## src/design/ahfr_pkg.sv

```systemverilog
package ahfr_pkg;

    localparam int BYTE_W   = 8;
    localparam int KIND_W   = 3;
    localparam int LEN_W    = 9;
    localparam int CFG_IDX_W = 2;

    // result kinds
    localparam logic [KIND_W-1:0] KIND_DATA     = 3'd0;
    localparam logic [KIND_W-1:0] KIND_GOOD     = 3'd1;
    localparam logic [KIND_W-1:0] KIND_FCS_ERR  = 3'd2;
    localparam logic [KIND_W-1:0] KIND_SHORT    = 3'd3;
    localparam logic [KIND_W-1:0] KIND_ABORT    = 3'd4;

    // configuration register indexes
    localparam logic [CFG_IDX_W-1:0] REG_FLAG     = 2'd0;
    localparam logic [CFG_IDX_W-1:0] REG_ESCAPE   = 2'd1;
    localparam logic [CFG_IDX_W-1:0] REG_STATION  = 2'd2;
    localparam logic [CFG_IDX_W-1:0] REG_PROTOCOL = 2'd3;

    localparam logic [BYTE_W-1:0] FLAG_RESET   = 8'h7E;
    localparam logic [BYTE_W-1:0] ESCAPE_RESET = 8'h7D;
    localparam logic [BYTE_W-1:0] ESC_XOR      = 8'h20;

    localparam logic [15:0] FCS_INIT = 16'hFFFF;
    localparam logic [15:0] FCS_GOOD = 16'hF0B8;
    localparam logic [15:0] FCS_POLY = 16'h8408;
    localparam int          MIN_FRAME = 5;

    typedef logic [BYTE_W-1:0] t_byte;

    typedef struct packed {
        t_byte flag_value;
        t_byte escape_value;
        t_byte station_address;
        t_byte protocol_id;
    } t_cfg;

    typedef struct packed {
        logic  valid;
        t_byte line_byte;
    } t_in_beat;

    // one byte of reflected CRC-16 (PPP FCS)
    function automatic logic [15:0] fcs_update(input logic [15:0] fcs, input t_byte b);
        logic [15:0] f;
        f = fcs ^ {8'h00, b};
        for (int i = 0; i < 8; i++) begin
            if (f[0]) begin
                f = (f >> 1) ^ FCS_POLY;
            end else begin
                f = f >> 1;
            end
        end
        return f;
    endfunction

endpackage

```

## src/design/ahfr_ifs.sv

```systemverilog
interface ahfr_byte_if;
    logic                valid;
    logic                ready;
    logic [7:0]          line_byte;

    modport source (output valid, output line_byte, input ready);
    modport sink   (input valid, input line_byte, output ready);
endinterface

interface ahfr_res_if;
    logic                valid;
    logic                ready;
    logic [2:0]          kind;
    logic [7:0]          data_byte;
    logic [8:0]          frame_length;
    logic                address_match;

    modport source (output valid, output kind, output data_byte, output frame_length,
                    output address_match, input ready);
    modport sink   (input valid, input kind, input data_byte, input frame_length,
                    input address_match, output ready);
endinterface

interface ahfr_cfg_if;
    logic                valid;
    logic                ready;
    logic [1:0]          index;
    logic [7:0]          data;

    modport source (output valid, output index, output data, input ready);
    modport sink   (input valid, input index, input data, output ready);
endinterface

```

## src/design/ahfr_cfg_regs.sv

```systemverilog
module ahfr_cfg_regs (
    input  logic          i_clk,
    input  logic          i_rst_n,
    ahfr_cfg_if.sink      i_cfg,
    output ahfr_pkg::t_cfg o_cfg
);

    ahfr_pkg::t_cfg r_cfg;

    assign i_cfg.ready = 1'b1;
    assign o_cfg       = r_cfg;

    always_ff @(posedge i_clk) begin
        if (!i_rst_n) begin
            r_cfg.flag_value      <= ahfr_pkg::FLAG_RESET;
            r_cfg.escape_value    <= ahfr_pkg::ESCAPE_RESET;
            r_cfg.station_address <= '0;
            r_cfg.protocol_id     <= '0;
        end else if (i_cfg.valid) begin
            unique case (i_cfg.index)
                ahfr_pkg::REG_FLAG:     r_cfg.flag_value      <= i_cfg.data;
                ahfr_pkg::REG_ESCAPE:   r_cfg.escape_value    <= i_cfg.data;
                ahfr_pkg::REG_STATION:  r_cfg.station_address <= i_cfg.data;
                ahfr_pkg::REG_PROTOCOL: r_cfg.protocol_id     <= i_cfg.data;
                default: ;
            endcase
        end
    end

endmodule

```

## src/design/ahfr_in_stage.sv

```systemverilog
module ahfr_in_stage (
    input  logic              i_clk,
    input  logic              i_rst_n,
    ahfr_byte_if.sink         i_rx,
    input  logic              i_take,
    output ahfr_pkg::t_in_beat o_beat
);

    logic          r_valid;
    ahfr_pkg::t_byte r_byte;

    // refill in the same cycle the held beat moves on
    assign i_rx.ready = !r_valid || i_take;

    assign o_beat.valid     = r_valid;
    assign o_beat.line_byte = r_byte;

    always_ff @(posedge i_clk) begin
        if (!i_rst_n) begin
            r_valid <= 1'b0;
        end else if (i_rx.ready) begin
            r_valid <= i_rx.valid;
        end
    end

    always_ff @(posedge i_clk) begin
        if (i_rx.valid && i_rx.ready) begin
            r_byte <= i_rx.line_byte;
        end
    end

endmodule

```

## src/design/ahfr_deframer.sv

```systemverilog
module ahfr_deframer #(
    parameter int MAX_PAYLOAD = 256
) (
    input  logic               i_clk,
    input  logic               i_rst_n,
    input  ahfr_pkg::t_cfg     i_cfg,
    input  ahfr_pkg::t_in_beat i_beat,
    output logic               o_take,
    ahfr_res_if.source         o_res
);

    localparam int BUF_LIMIT = MAX_PAYLOAD + 4;
    localparam int CNT_W     = $clog2(BUF_LIMIT + 1);

    localparam logic [1:0] MODE_HUNT = 2'd0;
    localparam logic [1:0] MODE_DATA = 2'd1;
    localparam logic [1:0] MODE_ESC  = 2'd2;

    logic [1:0]       r_mode, n_mode;
    logic [CNT_W-1:0] r_cnt, n_cnt;
    logic [15:0]      r_fcs, n_fcs;
    logic             r_first_ok, n_first_ok;
    logic             r_second_ok, n_second_ok;

    logic             r_out_valid;
    logic [2:0]       r_kind, n_kind;
    logic [7:0]       r_data, n_data;
    logic [8:0]       r_len, n_len;
    logic             r_match, n_match;

    logic             emit;
    logic             out_free;
    logic             process;
    logic             is_flag;
    logic             full;
    logic [7:0]       b;
    logic [7:0]       store_b;
    logic             do_store;
    logic [CNT_W+8:0] cnt_ext;
    logic [8:0]       cnt_len;
    logic             match_now;

    assign out_free = !r_out_valid || o_res.ready;
    assign o_take   = out_free;
    assign process  = i_beat.valid && out_free;

    assign b         = i_beat.line_byte;
    assign is_flag   = (b == i_cfg.flag_value);
    assign full      = (r_cnt >= CNT_W'(BUF_LIMIT));
    assign cnt_ext   = {9'd0, r_cnt};
    assign cnt_len   = cnt_ext[8:0];
    assign match_now = r_first_ok && r_second_ok;

    always_comb begin
        n_mode      = r_mode;
        n_cnt       = r_cnt;
        n_fcs       = r_fcs;
        n_first_ok  = r_first_ok;
        n_second_ok = r_second_ok;
        emit        = 1'b0;
        n_kind      = ahfr_pkg::KIND_DATA;
        n_data      = '0;
        n_len       = '0;
        n_match     = 1'b0;
        do_store    = 1'b0;
        store_b     = b;

        if (is_flag) begin
            if (r_cnt != '0) begin
                emit    = 1'b1;
                n_len   = cnt_len;
                n_match = match_now;
                if (r_cnt >= CNT_W'(ahfr_pkg::MIN_FRAME)) begin
                    n_kind = (r_fcs == ahfr_pkg::FCS_GOOD) ? ahfr_pkg::KIND_GOOD
                                                           : ahfr_pkg::KIND_FCS_ERR;
                end else begin
                    n_kind = ahfr_pkg::KIND_SHORT;
                end
            end
            n_cnt       = '0;
            n_fcs       = ahfr_pkg::FCS_INIT;
            n_first_ok  = 1'b0;
            n_second_ok = 1'b0;
            n_mode      = MODE_DATA;
        end else begin
            unique case (r_mode)
                MODE_DATA: begin
                    if (b == i_cfg.escape_value) begin
                        n_mode = MODE_ESC;
                    end else begin
                        do_store = 1'b1;
                    end
                end
                MODE_ESC: begin
                    do_store = 1'b1;
                    store_b  = b ^ ahfr_pkg::ESC_XOR;
                end
                default: begin
                    n_mode = MODE_HUNT;
                end
            endcase

            if (do_store) begin
                emit = 1'b1;
                if (full) begin
                    n_kind      = ahfr_pkg::KIND_ABORT;
                    n_len       = cnt_len;
                    n_match     = match_now;
                    n_cnt       = '0;
                    n_fcs       = ahfr_pkg::FCS_INIT;
                    n_first_ok  = 1'b0;
                    n_second_ok = 1'b0;
                    n_mode      = MODE_HUNT;
                end else begin
                    if (r_cnt == '0) begin
                        n_first_ok = (store_b == i_cfg.station_address);
                    end else if (r_cnt == CNT_W'(1)) begin
                        n_second_ok = (store_b == i_cfg.protocol_id);
                    end
                    n_fcs  = ahfr_pkg::fcs_update(r_fcs, store_b);
                    n_cnt  = r_cnt + CNT_W'(1);
                    n_mode = MODE_DATA;
                    n_kind = ahfr_pkg::KIND_DATA;
                    n_data = store_b;
                end
            end
        end
    end

    always_ff @(posedge i_clk) begin
        if (!i_rst_n) begin
            r_mode      <= MODE_HUNT;
            r_cnt       <= '0;
            r_fcs       <= ahfr_pkg::FCS_INIT;
            r_first_ok  <= 1'b0;
            r_second_ok <= 1'b0;
            r_out_valid <= 1'b0;
        end else begin
            if (process) begin
                r_mode      <= n_mode;
                r_cnt       <= n_cnt;
                r_fcs       <= n_fcs;
                r_first_ok  <= n_first_ok;
                r_second_ok <= n_second_ok;
            end
            if (process && emit) begin
                r_out_valid <= 1'b1;
            end else if (o_res.ready) begin
                r_out_valid <= 1'b0;
            end
        end
    end

    always_ff @(posedge i_clk) begin
        if (process && emit) begin
            r_kind  <= n_kind;
            r_data  <= n_data;
            r_len   <= n_len;
            r_match <= n_match;
        end
    end

    assign o_res.valid         = r_out_valid;
    assign o_res.kind          = r_kind;
    assign o_res.data_byte     = r_data;
    assign o_res.frame_length  = r_len;
    assign o_res.address_match = r_match;

endmodule

```

## src/design/async_hdlc_frame_receiver.sv

```systemverilog
// Byte-stuffed asynchronous HDLC receiver with PPP FCS-16 check. One raw line byte is
// taken per beat on i_rx and, with the result side not stalled, a new byte is taken every
// cycle; a byte passes an input register and one step of unstuffing, CRC and frame state
// logic, and its result (if any) is registered onto o_res. Each stored byte gives a data
// result; a flag closing a frame of five or more bytes gives good or FCS error, a shorter
// nonempty frame gives too short, and a data byte arriving with MAX_PAYLOAD+4 bytes held
// gives an overflow abort and a return to flag hunt. Flag, escape, station address and
// protocol id must be written over i_cfg only while idle; the block does not enforce it.
module async_hdlc_frame_receiver #(
    parameter int MAX_PAYLOAD = 256
) (
    input  logic        i_clk,
    input  logic        i_rst_n,
    ahfr_byte_if.sink   i_rx,
    ahfr_res_if.source  o_res,
    ahfr_cfg_if.sink    i_cfg
);

    ahfr_pkg::t_cfg     cfg;
    ahfr_pkg::t_in_beat beat;
    logic               take;

    ahfr_cfg_regs u_cfg_regs (
        .i_clk   (i_clk),
        .i_rst_n (i_rst_n),
        .i_cfg   (i_cfg),
        .o_cfg   (cfg)
    );

    ahfr_in_stage u_in_stage (
        .i_clk   (i_clk),
        .i_rst_n (i_rst_n),
        .i_rx    (i_rx),
        .i_take  (take),
        .o_beat  (beat)
    );

    ahfr_deframer #(
        .MAX_PAYLOAD (MAX_PAYLOAD)
    ) u_deframer (
        .i_clk   (i_clk),
        .i_rst_n (i_rst_n),
        .i_cfg   (cfg),
        .i_beat  (beat),
        .o_take  (take),
        .o_res   (o_res)
    );

endmodule

```

## src/flat_wrapper.sv

```systemverilog
// flat-port wrapper written by rule: the top's interface ports become plain ports
module async_hdlc_frame_receiver_flat 
#(
    parameter int MAX_PAYLOAD = 256
)
  (i_clk, i_rst_n, i_rx_valid, i_rx_line_byte, i_rx_ready, o_res_valid, o_res_kind, o_res_data_byte, o_res_frame_length, o_res_address_match, o_res_ready, i_cfg_valid, i_cfg_index, i_cfg_data, i_cfg_ready);
  ahfr_byte_if i_rx_i ();
  ahfr_res_if o_res_i ();
  ahfr_cfg_if i_cfg_i ();
  input  logic i_clk;
  input  logic i_rst_n;
  input wire logic [$bits(i_rx_i.valid)-1:0] i_rx_valid;
  input wire logic [$bits(i_rx_i.line_byte)-1:0] i_rx_line_byte;
  output wire logic [$bits(i_rx_i.ready)-1:0] i_rx_ready;
  output wire logic [$bits(o_res_i.valid)-1:0] o_res_valid;
  output wire logic [$bits(o_res_i.kind)-1:0] o_res_kind;
  output wire logic [$bits(o_res_i.data_byte)-1:0] o_res_data_byte;
  output wire logic [$bits(o_res_i.frame_length)-1:0] o_res_frame_length;
  output wire logic [$bits(o_res_i.address_match)-1:0] o_res_address_match;
  input wire logic [$bits(o_res_i.ready)-1:0] o_res_ready;
  input wire logic [$bits(i_cfg_i.valid)-1:0] i_cfg_valid;
  input wire logic [$bits(i_cfg_i.index)-1:0] i_cfg_index;
  input wire logic [$bits(i_cfg_i.data)-1:0] i_cfg_data;
  output wire logic [$bits(i_cfg_i.ready)-1:0] i_cfg_ready;
  assign i_rx_i.valid = i_rx_valid;
  assign i_rx_i.line_byte = i_rx_line_byte;
  assign i_rx_ready = i_rx_i.ready;
  assign o_res_valid = o_res_i.valid;
  assign o_res_kind = o_res_i.kind;
  assign o_res_data_byte = o_res_i.data_byte;
  assign o_res_frame_length = o_res_i.frame_length;
  assign o_res_address_match = o_res_i.address_match;
  assign o_res_i.ready = o_res_ready;
  assign i_cfg_i.valid = i_cfg_valid;
  assign i_cfg_i.index = i_cfg_index;
  assign i_cfg_i.data = i_cfg_data;
  assign i_cfg_ready = i_cfg_i.ready;
  async_hdlc_frame_receiver #(.MAX_PAYLOAD(MAX_PAYLOAD)) u_core (.i_clk(i_clk), .i_rst_n(i_rst_n), .i_rx(i_rx_i), .o_res(o_res_i), .i_cfg(i_cfg_i));
endmodule
```

## config.mk

```make
export PLATFORM = sky130hd
export DESIGN_NAME = async_hdlc_frame_receiver_flat
export DESIGN_NICKNAME = d
export VERILOG_FILES = /design/src/design/ahfr_pkg.sv /design/src/design/ahfr_ifs.sv /design/src/design/ahfr_cfg_regs.sv /design/src/design/ahfr_in_stage.sv /design/src/design/ahfr_deframer.sv /design/src/design/async_hdlc_frame_receiver.sv /design/src/flat_wrapper.sv
export SDC_FILE = /design/constraint.sdc
export NUM_CORES = 1
export LEC_CHECK = 0
export ABC_CLOCK_PERIOD_IN_PS = 8760
export CORE_UTILIZATION = 45
export CTS_CLUSTER_DIAMETER = 40
export DETAILED_ROUTE_END_ITERATION = 10
export DONT_BUFFER_PORTS = 1
export REMOVE_ABC_BUFFERS = 1
export SETUP_SLACK_MARGIN = 0.5
export SKIP_LAST_GASP = 1
export SLEW_MARGIN = 15
export SYNTH_ARGS = -nofsm -noshare
export SYNTH_HDL_FRONTEND = slang
export SYNTH_SLANG_ARGS = --single-unit
export TNS_END_PERCENT = 20
```

## constraint.sdc

```tcl
create_clock -name i_clk -period 8.76 [get_ports i_clk]
set_input_delay 2.628 -clock i_clk [delete_from_list [all_inputs] [get_ports i_clk]]
set_output_delay 2.628 -clock i_clk [all_outputs]
set_load 0.05 [all_outputs]
```

==> impl_metrics.env <==
export IMPL_status="completed"
export IMPL_required_ps=6130
export IMPL_ios=47
export IMPL_final_cell_mix="dfxtp_1, nand2_1, nor2_1"
export IMPL_cts_buffers=9
export IMPL_crit_fanout=4
export IMPL_fin_nets=457
export IMPL_cp_data_arrival_time_ps=3220
export IMPL_power_switching_mw=0.185
export IMPL_synth_warnings=0
export IMPL_gp_congestion=0.820
export IMPL_crit_path_cell_trace="nor2b_1 > nand2_1"
export IMPL_ys_seq_elements=92
export IMPL_min_from="u_core.u_cfg_regs.o_cfg[23]"
export IMPL_clock_path_buffers=2
export IMPL_p_seq_frac=0.584
export IMPL_grt_max_degree=41
export IMPL_synth_cell_type_count=56
export IMPL_max_freq_mhz=171
export IMPL_yosys_area_top_type="dfxtp_1"
export IMPL_die_w_um=101
export IMPL_area_growth_pct=4.88
export IMPL_hp_class="register to register"
export IMPL_path_buf_inv=0
export IMPL_hold_slack_ps=477
export IMPL_p_int_mw=0.597
export IMPL_drv_slew=0
export IMPL_syn_area_mm2=0.00438
export IMPL_drive_gt1_frac=0.0760
export IMPL_syn_inst=446
export IMPL_hpwl_um=6130
export IMPL_die_y_um=101
export IMPL_yosys_top_cells_area="dfxtp_1, edfxtp_1, xor2_1, xnor2_1, nand2_1"
export IMPL_seq_area_mm2=0.00213
export IMPL_antenna_cells=0
export IMPL_cpPeakStageDelay_ps=370
export IMPL_first_global_vias=2845
export IMPL_ctsHoldBuffers=0
export IMPL_drcViolationCount=0
export IMPL_syn_mean_instance_area_um2=9.82
export IMPL_relSlewSlack=0.261
export IMPL_overflow=0
export IMPL_gr_usage_all_layers=0.195
export IMPL_cts_root_buf="clkbuf_8"
export IMPL_ant_nets=0
export IMPL_r2r_slack_ps=5680
export IMPL_drv_cap=0
export IMPL_p_leak_nw=1.75
export IMPL_worst_pin_slew_ps=1110
export IMPL_grt_pass1_wl_um=14900
export IMPL_h_tree_depth=3
export IMPL_layout_commonest_cell="dfxtp_1"
export IMPL_core_area_mm2=0.00933
export IMPL_synthArstFlopShare=0
export IMPL_synth_top_area_frac=0.288
export IMPL_port_buffers=0
export IMPL_p_per_area_mw_per_mm2=170
export IMPL_combPwrFrac=0.057
export IMPL_row_count=35
export IMPL_synth_edf_count=29
export IMPL_antenna_found_initial=0
export IMPL_clkPwrFrac=0.359
export IMPL_rr_startpoint="u_core.u_in_stage.r_byte[1]"
export IMPL_finalCritPeriodShare=0.668
export IMPL_critPathLaunchType="primary input"
export IMPL_crit_path_end_kind="output pin"
export IMPL_drtPass1Iterations=4
export IMPL_synth_ff_type="dfxtp_1"
export IMPL_yosysSeqAreaShare=0.487
export IMPL_max_vdd_ir_drop_mv=0.0977
export IMPL_period_needed_ps=5850
export IMPL_pre_cts_slack_ps=2910
export IMPL_postCtsSetupBuffers=0
export IMPL_start_util=0.470
export IMPL_r2r_end="u_core.u_deframer.r_second_ok"
export IMPL_crit_family="simple AND/OR/NAND/NOR gates"
export IMPL_clock_sinks=92
export IMPL_crit_type="primary input to output pin"
export IMPL_drt_iter0_markers=117
export IMPL_hold_violations=0
export IMPL_timing_final_ws_setup_ps=2910
export IMPL_ctsResizeCount=0
export IMPL_hold_path_depth=2
export IMPL_grt_setup_unrepaired="false"
export IMPL_via_per_inst=5.32
export IMPL_vias=2997
export IMPL_multi_input_area_mm2=0.00209
export IMPL_die_area_mm2=0.0101
export IMPL_wl_um=9050
export IMPL_utilization=0.493
export IMPL_r2r_cells=6
export IMPL_setup_viol=0
export IMPL_fin_skew_ps=10.1
export IMPL_cts_tree="yes"
export IMPL_switching_share=0.237
export IMPL_clkTransAtPathRegs_ps=90
export IMPL_clk_latency_ps=370
export IMPL_wire_per_inst_um=16.1
export IMPL_slowest_stage="nand2_1"
export IMPL_min_to="u_core.u_cfg_regs.o_cfg[23]"
export IMPL_finalSetupTns_ps=0
export IMPL_n_fill_cell=898
## Yosys cell counts, drive strengths merged, types with 3 or more instances
master  number
a21oi        8
buf         16
mux2i       16
nor3        18
o21a         3
nand3       20
edfxtp      29
nor2        44
nor4b        4
o31ai        3
xor2        36
dfxtp       63
nor4         8
xnor2       21
nor2b        3
a31oi        4
and2        19
a31o         5
inv          6
nand2       43
nand3b       3
nand4        3
and3         9
o21ai       25
ha           5
clkbuf      12
## power groups by stage
stage          registers (mW)  clock network [mW]  logic, mW
5_1_grt                 0.458               0.309     0.0496
4_1_cts                 0.457               0.290     0.0449
6_report                0.457               0.281     0.0445
3_3_place_gp            0.467                   0     0.0440
3_5_place_dp            0.467                   0     0.0446
2_1_floorplan           0.463                   0     0.0381
## routing by layer
| layer | wire length, um | track usage | vias up |
|---|---|---|---|
| met2 | 4260 | 0.308 | 47 |
| met3 | 312 | 0.0583 | 7 |
| met5 | 0 | 0 | - |
| met4 | 84 | 0.0580 | 0 |
| met1 | 4390 | 0.259 | 1444 |
| li1 | - | - | 1499 |
## how the worst max path moves through the flow
stage                           start  cells past startpoint          to
final                     o_res_ready                      2  i_rx_ready
after global routing      o_res_ready                      2  i_rx_ready
after CTS                 o_res_ready                      2  i_rx_ready
after detailed placement  o_res_ready                      2  i_rx_ready
after global placement    o_res_ready                      2  i_rx_ready
after floorplan           o_res_ready                      2  i_rx_ready
## layout make-up
type,count,area share
sequential,92,0.464
inverter,6,0.00490
multi-input combinational,320,0.454
clock buffer,10,0.0278
clock inverter,6,0.0142
tap,129,0.0351
## per-stage QoR
step	power [mW]	instance area (um2)	instances
6_report	0.783	4590	563
5_1_grt	0.817	4590	563
4_1_cts	0.792	4590	563
3_5_place_dp	0.512	4400	547
3_3_place_gp	0.511	4400	547
2_1_floorplan	0.501	4240	418
## worst reg2reg max path, cell delays in order (launching register included)
cell      delay [ps]
edfxtp_1         600
xor2_1           230
nor4_1           470
and2_2           310
o31a_1           860
o21ai_0          210
a31o_2           300
## sequential cells by signal, summed over array words and instances (netlist names)
signal,count
u_core.u_deframer.o_res.valid,1
u_core.u_deframer.o_res.kind,3
u_core.u_cfg_regs.o_cfg,32
u_core.u_deframer.r_mode,2
u_core.u_deframer.o_res.frame_length,9
u_core.u_deframer.o_res.data_byte,8
u_core.u_deframer.r_fcs,16
u_core.u_deframer.cnt_len,9
u_core.u_deframer.r_first_ok,1
u_core.u_in_stage.r_byte,8
u_core.u_in_stage.r_valid,1
u_core.u_deframer.o_res.address_match,1
u_core.u_deframer.r_second_ok,1
## kinds of logic (layout without fill, tap and decap cells)
logic type      count (synthesis)  after routing  synth area share
flops                          92             92             0.487
buf+inv                        34             22            0.0377
simple gates                  183            183             0.217
xor+xnor                       57             57             0.114
other cells                     1              1          0.000856
fa+ha+maj                       5              5            0.0143
compound gates                 56             56            0.0883
mux                            18             18            0.0417
(Power assumes the default switching activity.)
